===== src/design/q4k_pkg.sv =====
// Shared types and constants for the Q4_K dequantize dot-product block.
package q4k_pkg;

   // Superblock geometry
   localparam int SUPERBLOCK_ELEMS = 256;
   localparam int BYTES_PER_BLOCK  = SUPERBLOCK_ELEMS / 2;
   localparam int POS_W            = $clog2(BYTES_PER_BLOCK);
   localparam int CHUNK_BYTES      = 32;
   localparam int CHUNK_LSB        = $clog2(CHUNK_BYTES);
   localparam int SUB_W            = POS_W - CHUNK_LSB + 1;

   // Field widths
   localparam int Q_W      = 4;
   localparam int SC_W     = 6;
   localparam int SCALE_W  = 16;
   localparam int ACT_W    = 16;
   localparam int SCALES_W = 96;
   localparam int ACC_W    = 64;

   // Arithmetic widths: q*sc, q*sc*d, m*dmin, weight (signed), weight*x (signed)
   localparam int QS_W  = Q_W + SC_W;
   localparam int QSD_W = QS_W + SCALE_W;
   localparam int MD_W  = SC_W + SCALE_W;
   localparam int W_W   = QSD_W + 1;
   localparam int P_W   = W_W + ACT_W;

   // Stream payload widths
   localparam int REQ_DATA_W = 168;
   localparam int RSP_DATA_W = 64;

   // Saturation limits
   localparam logic [ACC_W-1:0] ACC_MAX = {1'b0, {(ACC_W-1){1'b1}}};
   localparam logic [ACC_W-1:0] ACC_MIN = {1'b1, {(ACC_W-1){1'b0}}};

   // Item kind codes (tuser on the request side)
   localparam logic KIND_HEADER = 1'b0;
   localparam logic KIND_DATA   = 1'b1;

   // One classified data item: both nibbles with their sub-block scale/min
   typedef struct packed {
      logic [Q_W-1:0]     q_lo;
      logic [Q_W-1:0]     q_hi;
      logic [SC_W-1:0]    sc_lo;
      logic [SC_W-1:0]    mn_lo;
      logic [SC_W-1:0]    sc_hi;
      logic [SC_W-1:0]    mn_hi;
      logic [SCALE_W-1:0] d;
      logic [SCALE_W-1:0] dmin;
      logic [ACT_W-1:0]   x_lo;
      logic [ACT_W-1:0]   x_hi;
      logic               last;
   } item_type;

endpackage


===== src/design/q4k_front.sv =====
// Front end: accepts request transactions, holds the superblock header, classifies data bytes.
module q4k_front (
   input  logic                             clock,
   input  logic                             reset,
   input  logic                             req_tvalid,
   output logic                             req_tready,
   input  logic [q4k_pkg::REQ_DATA_W-1:0]   req_tdata,
   input  logic                             req_tuser,
   input  logic                             req_tlast,
   input  logic                             queue_full,
   output logic                             push,
   output q4k_pkg::item_type                push_item
);

   localparam int BYTE_W  = 8;
   localparam int MID_OFS = 32;
   localparam int HI_OFS  = 64;

   // Sub-block j scale and min from the twelve packed bytes; returns {min, scale}
   function automatic logic [2*q4k_pkg::SC_W-1:0] sub_scale_min(
      input logic [q4k_pkg::SCALES_W-1:0] s,
      input logic [q4k_pkg::SUB_W-1:0]    j
   );
      logic [BYTE_W-1:0]        b_lo;
      logic [BYTE_W-1:0]        b_mid;
      logic [BYTE_W-1:0]        b_hi;
      logic [q4k_pkg::SC_W-1:0] sc;
      logic [q4k_pkg::SC_W-1:0] mn;
      b_lo  = s[{j[1:0], 3'b000} +: BYTE_W];
      b_mid = s[MID_OFS + {j[1:0], 3'b000} +: BYTE_W];
      b_hi  = s[HI_OFS + {j[1:0], 3'b000} +: BYTE_W];
      if (!j[q4k_pkg::SUB_W-1]) begin
         sc = b_lo[5:0];
         mn = b_mid[5:0];
      end else begin
         sc = {b_lo[7:6], b_hi[3:0]};
         mn = {b_mid[7:6], b_hi[7:4]};
      end
      return {mn, sc};
   endfunction

   logic [q4k_pkg::SCALES_W-1:0] scales_ff, scales_in;
   logic [q4k_pkg::SCALE_W-1:0]  d_ff, d_in;
   logic [q4k_pkg::SCALE_W-1:0]  dmin_ff, dmin_in;
   logic [q4k_pkg::POS_W-1:0]    pos_ff, pos_in;
   logic                         accept;
   logic [q4k_pkg::SUB_W-1:0]    sub_lo;
   logic [q4k_pkg::SUB_W-1:0]    sub_hi;
   logic [2*q4k_pkg::SC_W-1:0]   smn_lo;
   logic [2*q4k_pkg::SC_W-1:0]   smn_hi;
   logic [7:0]                   quant;

   // Headers never need a queue slot, but one ready keeps the handshake simple
   assign req_tready = !queue_full;
   assign accept     = req_tvalid && req_tready;
   assign push       = accept && (req_tuser == q4k_pkg::KIND_DATA);

   // Header load and byte position
   always_comb begin
      scales_in = scales_ff;
      d_in      = d_ff;
      dmin_in   = dmin_ff;
      pos_in    = pos_ff;
      if (accept) begin
         if (req_tuser == q4k_pkg::KIND_HEADER) begin
            d_in      = req_tdata[15:0];
            dmin_in   = req_tdata[31:16];
            scales_in = req_tdata[127:32];
            pos_in    = '0;
         end else begin
            pos_in = pos_ff + 1'b1;
         end
      end
   end

   always_ff @(posedge clock) begin
      if (reset) begin
         scales_ff <= '0;
         d_ff      <= '0;
         dmin_ff   <= '0;
         pos_ff    <= '0;
      end else begin
         scales_ff <= scales_in;
         d_ff      <= d_in;
         dmin_ff   <= dmin_in;
         pos_ff    <= pos_in;
      end
   end

   // Chunk c of the byte picks sub-blocks 2c (low nibble) and 2c+1 (high nibble)
   assign sub_lo = {pos_ff[q4k_pkg::POS_W-1:q4k_pkg::CHUNK_LSB], 1'b0};
   assign sub_hi = {pos_ff[q4k_pkg::POS_W-1:q4k_pkg::CHUNK_LSB], 1'b1};
   assign smn_lo = sub_scale_min(scales_ff, sub_lo);
   assign smn_hi = sub_scale_min(scales_ff, sub_hi);
   assign quant  = req_tdata[135:128];

   always_comb begin
      push_item.q_lo  = quant[3:0];
      push_item.q_hi  = quant[7:4];
      push_item.sc_lo = smn_lo[q4k_pkg::SC_W-1:0];
      push_item.mn_lo = smn_lo[2*q4k_pkg::SC_W-1:q4k_pkg::SC_W];
      push_item.sc_hi = smn_hi[q4k_pkg::SC_W-1:0];
      push_item.mn_hi = smn_hi[2*q4k_pkg::SC_W-1:q4k_pkg::SC_W];
      push_item.d     = d_ff;
      push_item.dmin  = dmin_ff;
      push_item.x_lo  = req_tdata[151:136];
      push_item.x_hi  = req_tdata[167:152];
      push_item.last  = req_tlast;
   end

endmodule


===== src/design/q4k_queue.sv =====
// Short queue of classified data items between the front end and the accumulator.
module q4k_queue #(
   parameter int DEPTH = 4
) (
   input  logic              clock,
   input  logic              reset,
   input  logic              push,
   input  q4k_pkg::item_type push_item,
   input  logic              pop,
   output q4k_pkg::item_type pop_item,
   output logic              full,
   output logic              empty
);

   localparam int PTR_W = (DEPTH > 1) ? $clog2(DEPTH) : 1;
   localparam int CNT_W = $clog2(DEPTH + 1);

   q4k_pkg::item_type   mem_ff [DEPTH];
   logic [PTR_W-1:0]    wr_ptr_ff, wr_ptr_in;
   logic [PTR_W-1:0]    rd_ptr_ff, rd_ptr_in;
   logic [CNT_W-1:0]    count_ff, count_in;

   assign full     = (count_ff == CNT_W'(DEPTH));
   assign empty    = (count_ff == '0);
   assign pop_item = mem_ff[rd_ptr_ff];

   // Pointer wrap and occupancy
   always_comb begin
      wr_ptr_in = wr_ptr_ff;
      rd_ptr_in = rd_ptr_ff;
      count_in  = count_ff;
      if (push) begin
         wr_ptr_in = (wr_ptr_ff == PTR_W'(DEPTH - 1)) ? '0 : wr_ptr_ff + 1'b1;
      end
      if (pop) begin
         rd_ptr_in = (rd_ptr_ff == PTR_W'(DEPTH - 1)) ? '0 : rd_ptr_ff + 1'b1;
      end
      if (push && !pop) begin
         count_in = count_ff + 1'b1;
      end else if (pop && !push) begin
         count_in = count_ff - 1'b1;
      end
   end

   always_ff @(posedge clock) begin
      if (reset) begin
         wr_ptr_ff <= '0;
         rd_ptr_ff <= '0;
         count_ff  <= '0;
      end else begin
         wr_ptr_ff <= wr_ptr_in;
         rd_ptr_ff <= rd_ptr_in;
         count_ff  <= count_in;
      end
   end

   // Storage
   always_ff @(posedge clock) begin
      if (push) begin
         mem_ff[wr_ptr_ff] <= push_item;
      end
   end

   a_no_overflow: assert property (@(posedge clock) disable iff (reset)
      push |-> (!full || pop))
      else $error("queue written while full");

   a_no_underflow: assert property (@(posedge clock) disable iff (reset)
      (pop && empty) |-> 1'b0)
      else $error("queue read while empty");

   a_count_bound: assert property (@(posedge clock) disable iff (reset)
      count_ff <= CNT_W'(DEPTH))
      else $error("queue count above depth");

endmodule


===== src/design/q4k_back.sv =====
// Back end: per-nibble weight multiply pipeline, saturating accumulator and result register.
module q4k_back (
   input  logic                             clock,
   input  logic                             reset,
   input  logic                             queue_empty,
   input  q4k_pkg::item_type                pop_item,
   output logic                             pop,
   output logic                             rsp_tvalid,
   input  logic                             rsp_tready,
   output logic [q4k_pkg::RSP_DATA_W-1:0]   rsp_tdata,
   output logic                             rsp_tuser
);

   logic                                adv;
   logic                                take;
   logic                                phase_ff, phase_in;

   // Stage 1: q*sc and m*dmin
   logic                                s1_valid_ff;
   logic [q4k_pkg::QS_W-1:0]            s1_qs_ff, s1_qs_in;
   logic [q4k_pkg::MD_W-1:0]            s1_md_ff, s1_md_in;
   logic [q4k_pkg::SCALE_W-1:0]         s1_d_ff, s1_d_in;
   logic signed [q4k_pkg::ACT_W-1:0]    s1_x_ff, s1_x_in;
   logic                                s1_last_ff, s1_last_in;
   logic [q4k_pkg::Q_W-1:0]             q_sel;
   logic [q4k_pkg::SC_W-1:0]            sc_sel;
   logic [q4k_pkg::SC_W-1:0]            mn_sel;

   // Stage 2: weight = q*sc*d - m*dmin
   logic                                s2_valid_ff;
   logic signed [q4k_pkg::W_W-1:0]      s2_w_ff, s2_w_in;
   logic signed [q4k_pkg::ACT_W-1:0]    s2_x_ff;
   logic                                s2_last_ff;
   logic [q4k_pkg::QSD_W-1:0]           qsd;

   // Stage 3: weight * activation
   logic                                s3_valid_ff;
   logic signed [q4k_pkg::P_W-1:0]      s3_p_ff, s3_p_in;
   logic                                s3_last_ff;

   // Accumulator and result register
   logic [q4k_pkg::ACC_W-1:0]           acc_ff, acc_in;
   logic                                sat_seen_ff, sat_seen_in;
   logic                                out_valid_ff, out_valid_in;
   logic [q4k_pkg::ACC_W-1:0]           out_data_ff, out_data_in;
   logic                                out_sat_ff, out_sat_in;
   logic signed [q4k_pkg::ACC_W-1:0]    p_ext;
   logic [q4k_pkg::ACC_W:0]             sum;
   logic                                ovf;
   logic [q4k_pkg::ACC_W-1:0]           acc_new;

   // Whole pipeline holds only while a finished row waits behind a full result register
   assign adv  = !(s3_valid_ff && s3_last_ff && out_valid_ff && !rsp_tready);
   assign take = adv && !queue_empty;
   assign pop  = take && phase_ff;

   // Low nibble on phase 0, high nibble on phase 1
   always_comb begin
      phase_in = take ? !phase_ff : phase_ff;
      q_sel    = phase_ff ? pop_item.q_hi  : pop_item.q_lo;
      sc_sel   = phase_ff ? pop_item.sc_hi : pop_item.sc_lo;
      mn_sel   = phase_ff ? pop_item.mn_hi : pop_item.mn_lo;
      s1_x_in  = $signed(phase_ff ? pop_item.x_hi : pop_item.x_lo);
      s1_qs_in = q4k_pkg::QS_W'(q_sel) * q4k_pkg::QS_W'(sc_sel);
      s1_md_in = q4k_pkg::MD_W'(mn_sel) * q4k_pkg::MD_W'(pop_item.dmin);
      s1_d_in  = pop_item.d;
      s1_last_in = phase_ff && pop_item.last;
   end

   // Weight and product
   always_comb begin
      qsd     = q4k_pkg::QSD_W'(s1_qs_ff) * q4k_pkg::QSD_W'(s1_d_ff);
      s2_w_in = $signed(q4k_pkg::W_W'(qsd) - q4k_pkg::W_W'(s1_md_ff));
      s3_p_in = s2_w_ff * s2_x_ff;
   end

   // Saturating add, then emit and clear on the last element of a row
   always_comb begin
      p_ext        = q4k_pkg::ACC_W'(s3_p_ff);
      sum          = {acc_ff[q4k_pkg::ACC_W-1], acc_ff} + {p_ext[q4k_pkg::ACC_W-1], p_ext};
      ovf          = sum[q4k_pkg::ACC_W] != sum[q4k_pkg::ACC_W-1];
      acc_new      = ovf ? (p_ext[q4k_pkg::ACC_W-1] ? q4k_pkg::ACC_MIN : q4k_pkg::ACC_MAX)
                         : sum[q4k_pkg::ACC_W-1:0];
      acc_in       = acc_ff;
      sat_seen_in  = sat_seen_ff;
      out_valid_in = out_valid_ff && !rsp_tready;
      out_data_in  = out_data_ff;
      out_sat_in   = out_sat_ff;
      if (adv && s3_valid_ff) begin
         if (s3_last_ff) begin
            acc_in       = '0;
            sat_seen_in  = 1'b0;
            out_valid_in = 1'b1;
            out_data_in  = acc_new;
            out_sat_in   = sat_seen_ff || ovf;
         end else begin
            acc_in      = acc_new;
            sat_seen_in = sat_seen_ff || ovf;
         end
      end
   end

   // Control state
   always_ff @(posedge clock) begin
      if (reset) begin
         phase_ff     <= 1'b0;
         s1_valid_ff  <= 1'b0;
         s2_valid_ff  <= 1'b0;
         s3_valid_ff  <= 1'b0;
         acc_ff       <= '0;
         sat_seen_ff  <= 1'b0;
         out_valid_ff <= 1'b0;
      end else begin
         phase_ff     <= phase_in;
         acc_ff       <= acc_in;
         sat_seen_ff  <= sat_seen_in;
         out_valid_ff <= out_valid_in;
         if (adv) begin
            s1_valid_ff <= take;
            s2_valid_ff <= s1_valid_ff;
            s3_valid_ff <= s2_valid_ff;
         end
      end
   end

   // Pipeline payload
   always_ff @(posedge clock) begin
      if (adv) begin
         s1_qs_ff   <= s1_qs_in;
         s1_md_ff   <= s1_md_in;
         s1_d_ff    <= s1_d_in;
         s1_x_ff    <= s1_x_in;
         s1_last_ff <= s1_last_in;
         s2_w_ff    <= s2_w_in;
         s2_x_ff    <= s1_x_ff;
         s2_last_ff <= s1_last_ff;
         s3_p_ff    <= s3_p_in;
         s3_last_ff <= s2_last_ff;
      end
      out_data_ff <= out_data_in;
      out_sat_ff  <= out_sat_in;
   end

   assign rsp_tvalid = out_valid_ff;
   assign rsp_tdata  = out_data_ff;
   assign rsp_tuser  = out_sat_ff;

   a_row_clears: assert property (@(posedge clock) disable iff (reset)
      (adv && s3_valid_ff && s3_last_ff) |=> (acc_ff == '0 && !sat_seen_ff))
      else $error("accumulator not cleared after row end");

   a_result_source: assert property (@(posedge clock) disable iff (reset)
      $rose(rsp_tvalid) |-> $past(s3_valid_ff && s3_last_ff))
      else $error("result raised without a row-end element");

   a_row_end_on_high: assert property (@(posedge clock) disable iff (reset)
      (adv && take && !phase_ff) |=> !s1_last_ff)
      else $error("row end attached to a low-nibble element");

endmodule


===== src/design/q4k_dequant_dot_product.sv =====
// Top level of the Q4_K dequantize dot-product block.
//
//  channel  direction  ports                            contents
//  req      in         req_tvalid/tready/tdata/tuser/   header or data transaction
//                      tlast
//  rsp      out        rsp_tvalid/tready/tdata/tuser    row dot product and saturation flag
//
// A header transaction is absorbed by the front end and takes no accumulator time.
// A data transaction is split in the back end into its two nibbles, which share one
// saturating 64-bit adder at one element per cycle while the back end is not held,
// so the next data transaction is taken only after both nibbles of the one before;
// the queue absorbs short bursts at one per cycle. A row's last data transaction
// passes through the queue, stages 1 to 3 and the result register to reach rsp.
// Reset clears the header registers, byte position, queue, pipeline and accumulator.
// req_tready drops only when the queue is full; an rsp stall holds the back end only
// while a second finished row waits behind the result register.
module q4k_dequant_dot_product #(
   parameter int QUEUE_DEPTH = 4
) (
   input  logic                             clock,
   input  logic                             reset,
   input  logic                             req_tvalid,
   output logic                             req_tready,
   // [15:0] block_scale, [31:16] block_min_scale, [95:32] scale_bytes_low,
   // [127:96] scale_bytes_high, [135:128] quant_byte, [151:136] act_low,
   // [167:152] act_high
   input  logic [q4k_pkg::REQ_DATA_W-1:0]   req_tdata,
   // [0] kind
   input  logic                             req_tuser,
   input  logic                             req_tlast,
   output logic                             rsp_tvalid,
   input  logic                             rsp_tready,
   // [63:0] dot_product
   output logic [q4k_pkg::RSP_DATA_W-1:0]   rsp_tdata,
   // [0] saturated
   output logic                             rsp_tuser
);

   logic              push;
   logic              pop;
   logic              queue_full;
   logic              queue_empty;
   q4k_pkg::item_type push_item;
   q4k_pkg::item_type pop_item;

   // Accept and classify
   q4k_front u_front (
      .clock      (clock),
      .reset      (reset),
      .req_tvalid (req_tvalid),
      .req_tready (req_tready),
      .req_tdata  (req_tdata),
      .req_tuser  (req_tuser),
      .req_tlast  (req_tlast),
      .queue_full (queue_full),
      .push       (push),
      .push_item  (push_item)
   );

   // Decoupling queue
   q4k_queue #(
      .DEPTH (QUEUE_DEPTH)
   ) u_queue (
      .clock     (clock),
      .reset     (reset),
      .push      (push),
      .push_item (push_item),
      .pop       (pop),
      .pop_item  (pop_item),
      .full      (queue_full),
      .empty     (queue_empty)
   );

   // Multiply, accumulate, deliver
   q4k_back u_back (
      .clock       (clock),
      .reset       (reset),
      .queue_empty (queue_empty),
      .pop_item    (pop_item),
      .pop         (pop),
      .rsp_tvalid  (rsp_tvalid),
      .rsp_tready  (rsp_tready),
      .rsp_tdata   (rsp_tdata),
      .rsp_tuser   (rsp_tuser)
   );

endmodule

===== config.mk =====
export PLATFORM = sky130hd
export DESIGN_NAME = q4k_dequant_dot_product
export DESIGN_NICKNAME = d
export VERILOG_FILES = /design/src/design/q4k_pkg.sv /design/src/design/q4k_front.sv /design/src/design/q4k_queue.sv /design/src/design/q4k_back.sv /design/src/design/q4k_dequant_dot_product.sv
export SDC_FILE = /design/constraint.sdc
export NUM_CORES = 2
export LEC_CHECK = 0
export BUFFER_PORTS_ARGS = -buffer_cell sky130_fd_sc_hd__buf_4
export CORE_MARGIN = 2
export CORE_UTILIZATION = 55
export CTS_BUF_LIST = sky130_fd_sc_hd__clkbuf_4
export DETAILED_ROUTE_END_ITERATION = 8
export MAX_ROUTING_LAYER = met4
export PLACE_DENSITY = 0.75
export REMOVE_ABC_BUFFERS = 1
export SLEW_MARGIN = 10
export SYNTH_ARGS = -nofsm -noshare
export SYNTH_HDL_FRONTEND = slang
export SYNTH_HIERARCHICAL = 1
export SYNTH_SLANG_ARGS = --single-unit

===== constraint.sdc =====
create_clock -name clock -period 7.2 [get_ports clock]
set_input_delay 0.36 -clock clock [delete_from_list [all_inputs] [get_ports clock]]
set_output_delay 0.36 -clock clock [all_outputs]
set_load 0.02 [all_outputs]

==> run summary <==
outcome = finished clean
top_reg_cell synth = edfxtp_1
Fill cells = 7,532
register area = 22,500 um2
dpl hpwl = 92.1 mm
WP data required = 8.03 ns
Max Clk Rate = 144 MHz
share of cells above drive strength 1 = 0.159
fin crit period = 6.94 ns
Initial DRC Count = 3,224
Routed WL = 142 mm
post-DR wirelength/cell = 19.1 um
first-pass GRT wire length = 230 mm
post-synthesis sequential area ratio = 0.387
post-DR vias/cell = 5.52
GPL Wtd Cong = 0.938
Synth cell types = 88
hold violation count in the final report = 0
startpoint types = flop
placed insts = 6,558
grt total ovfl = 0
largest fanout on the critical path = 9
period utilisation layout = 0.964
Initial Util = 0.553
synth warn = 6
Post-synth EDFFs = 606
DRC = 0
Detailed Routing Iterations Pass 1 = 6
Hold Path Origin = req_tvalid
Crit Path Category = flop to flop
FF-to-FF End = u_back/s3_p_ff[42]
width of the die = 329 um
initial antenna violation count = 13
Slew Limit Fails = 0
hold endpoint = u_front/pos_ff[2]
Area Overhead vs Synth = 18.9%
Post-Syn Area = 58,000 um2
R2R Path Start = u_back/s2_w_ff[21]
# IOs = 241
Multi-input gate area = 31,500 um2
Worst-Skew Late Latency = 1.13 ns
clk root buf = clkbuf_4
CTS clock-pin slew for the worst setup and hold paths = 0.07 ns
Synth Instances = 5,108
Slew headroom = 0.0992
R2R depth = 23
flop2flop setup slack = 0.26 ns
die span in y = 329 um
fraction of registers with async set/reset = 0
Core Box Area = 105,000 um2
commonest non-fill, non-tap cell in the layout = nand2_1
GRT Resource Usage Total = 0.277
commonest cells after routing, fill and taps aside = 826 x nand2_1, 686 x inv_1, 615 x fa_1
actual slew at the worst max-slew pin = 1.32 ns
Hold Crit Class = input pin to flop
Post-layout nets = 6,964
Hold Path Stages = 5
die area = 108,000 um2
Critical Path AT = 7.77 ns
CTS buffer count = 203
Yosys reg bits = 820
DR vias = 41,200
setup violators final = 0
vias in the first global route = 44,000
max_cap viols = 0
FP Rows = 119
largest net degree at the start of global routing = 96
non-filler instance count after layout = 7,475
Worst Setup End Kind = flop
Longest Clk Path Bufs = 3
I/O Buffers = 240
Routed Antenna Nets = 0
CTS tree = yes
skew final = 0.0859 ns
Sink Count = 820
syn_area_per_cell = 11.4 um2
H-tree levels = 4
[logic make-up after synthesis]
| logic type | Yosys count | share of synthesized area |
|---|---|---|
| fa+ha+maj | 902 | 0.274 |
| flops | 820 | 0.387 |
| xor+xnor | 148 | 0.0225 |
| simple gates | 1413 | 0.111 |
| buf+inv | 966 | 0.0706 |
| mux | 148 | 0.0521 |
| compound gates | 711 | 0.0821 |
[state kept, by name, indices dropped and copies added (netlist names), 22 cells and up, named ones only]
name / count
u_front/scales_ff: 96
u_queue/mem_ff: 388
u_back/s2_w_ff: 27
u_back/acc_ff: 64
u_back/s3_p_ff: 43
u_back/rsp_tdata: 64
u_back/s1_md_ff: 22
[worst max-delay path by stage]
stage,startpoint,end,cells after the start
floorplan,flop,u_back/s1_md_ff[21],20
global placement,u_back/s2_x_ff[1],u_back/s3_p_ff[42],24
detailed placement,u_back/s2_x_ff[1],u_back/s3_p_ff[42],24
CTS,u_back/s2_x_ff[1],u_back/s3_p_ff[42],24
global route,u_back/s2_w_ff[15],u_back/s3_p_ff[42],24
finish,u_back/s2_w_ff[21],u_back/s3_p_ff[42],23
[worst max-delay path, cell delays in order, from the launching register on]
cell and delay, ns:
edfxtp_1 0.62, buf_4 0.25, nand2_1 0.09, fa_1 0.55, inv_1 0.06, fa_1 0.51
fa_1 0.57, fa_1 0.44, fa_1 0.50, inv_1 0.05, fa_1 0.47, inv_1 0.04
ha_1 0.35, and3_1 0.25, and4_1 0.22, nand2_1 0.12, inv_1 0.07, a32oi_1 0.22
o31ai_2 0.12, a2111oi_1 0.39, nor3b_1 0.13, a311o_1 0.36, a21oi_1 0.17, xnor2_1 0.09
[per-stage QoR]
step / hold slack (ns) / utilization / worst slack, ns / area [um2] / TNS [ns]
2_1_floorplan: 0.400 / - / -2.15 / 56500 / -23.43
3_3_place_gp: 0.402 / 0.580 / 0.177 / 60900 / 0
3_5_place_dp: 0.405 / 0.580 / 0.0432 / 60900 / 0
4_1_cts: 0.0485 / 0.653 / 0.0421 / 68500 / 0
5_1_grt: 0.0871 / 0.658 / -0.00297 / 69000 / -0.00464
6_report: 0.213 / 0.658 / 0.256 / 69000 / 0
[synthesized netlist by cell type, types with 21 or more instances]
library cell	count	area (um2)
a21oi_1	284	1420
buf_2	25	125
mux2_2	22	248
buf_4	61	458
xor2_1	58	508
clkbuf_1	164	616
o211ai_2	53	663
nand2_1	826	3100
nor2b_1	26	163
dfxtp_1	214	4280
inv_1	687	2580
fa_1	615	12300
nor2_1	112	420
buf_6	21	236
ha_1	287	3590
nand3_1	38	190
nor3_1	31	155
and2_1	270	1690
a21o_1	61	458
xnor2_1	89	780
mux4_2	121	2730
nand2b_1	26	163
o21a_1	22	165
o21ai_0	125	626
edfxtp_1	606	18200
[metal layers]
metal,track usage,wire length [um]
met5,-,0
met4,0.104,4650
met3,0.0517,10300
met2,0.465,71800
met1,0.333,55800
[area by class of cell]
class                      count  share of cell area
timing repair buffer         854               0.113
antenna                       15            0.000544
clock inverter                81             0.00861
inverter                     687              0.0374
tap                         1391              0.0252
clock buffer                 305              0.0332
multi-input combinational   3322               0.457
sequential                   820               0.326
[timing repair]
action,in CTS,in global routing
buffers inserted,0,42
setup endpoints to repair,0,6
gates resized for setup,0,3
hold buffers,474,0
endpoints found under the hold margin,308,0
Power is left out: the tool's default activity adds up to more than one toggle a clock period on the data nets, which glitch-free logic cannot reach.
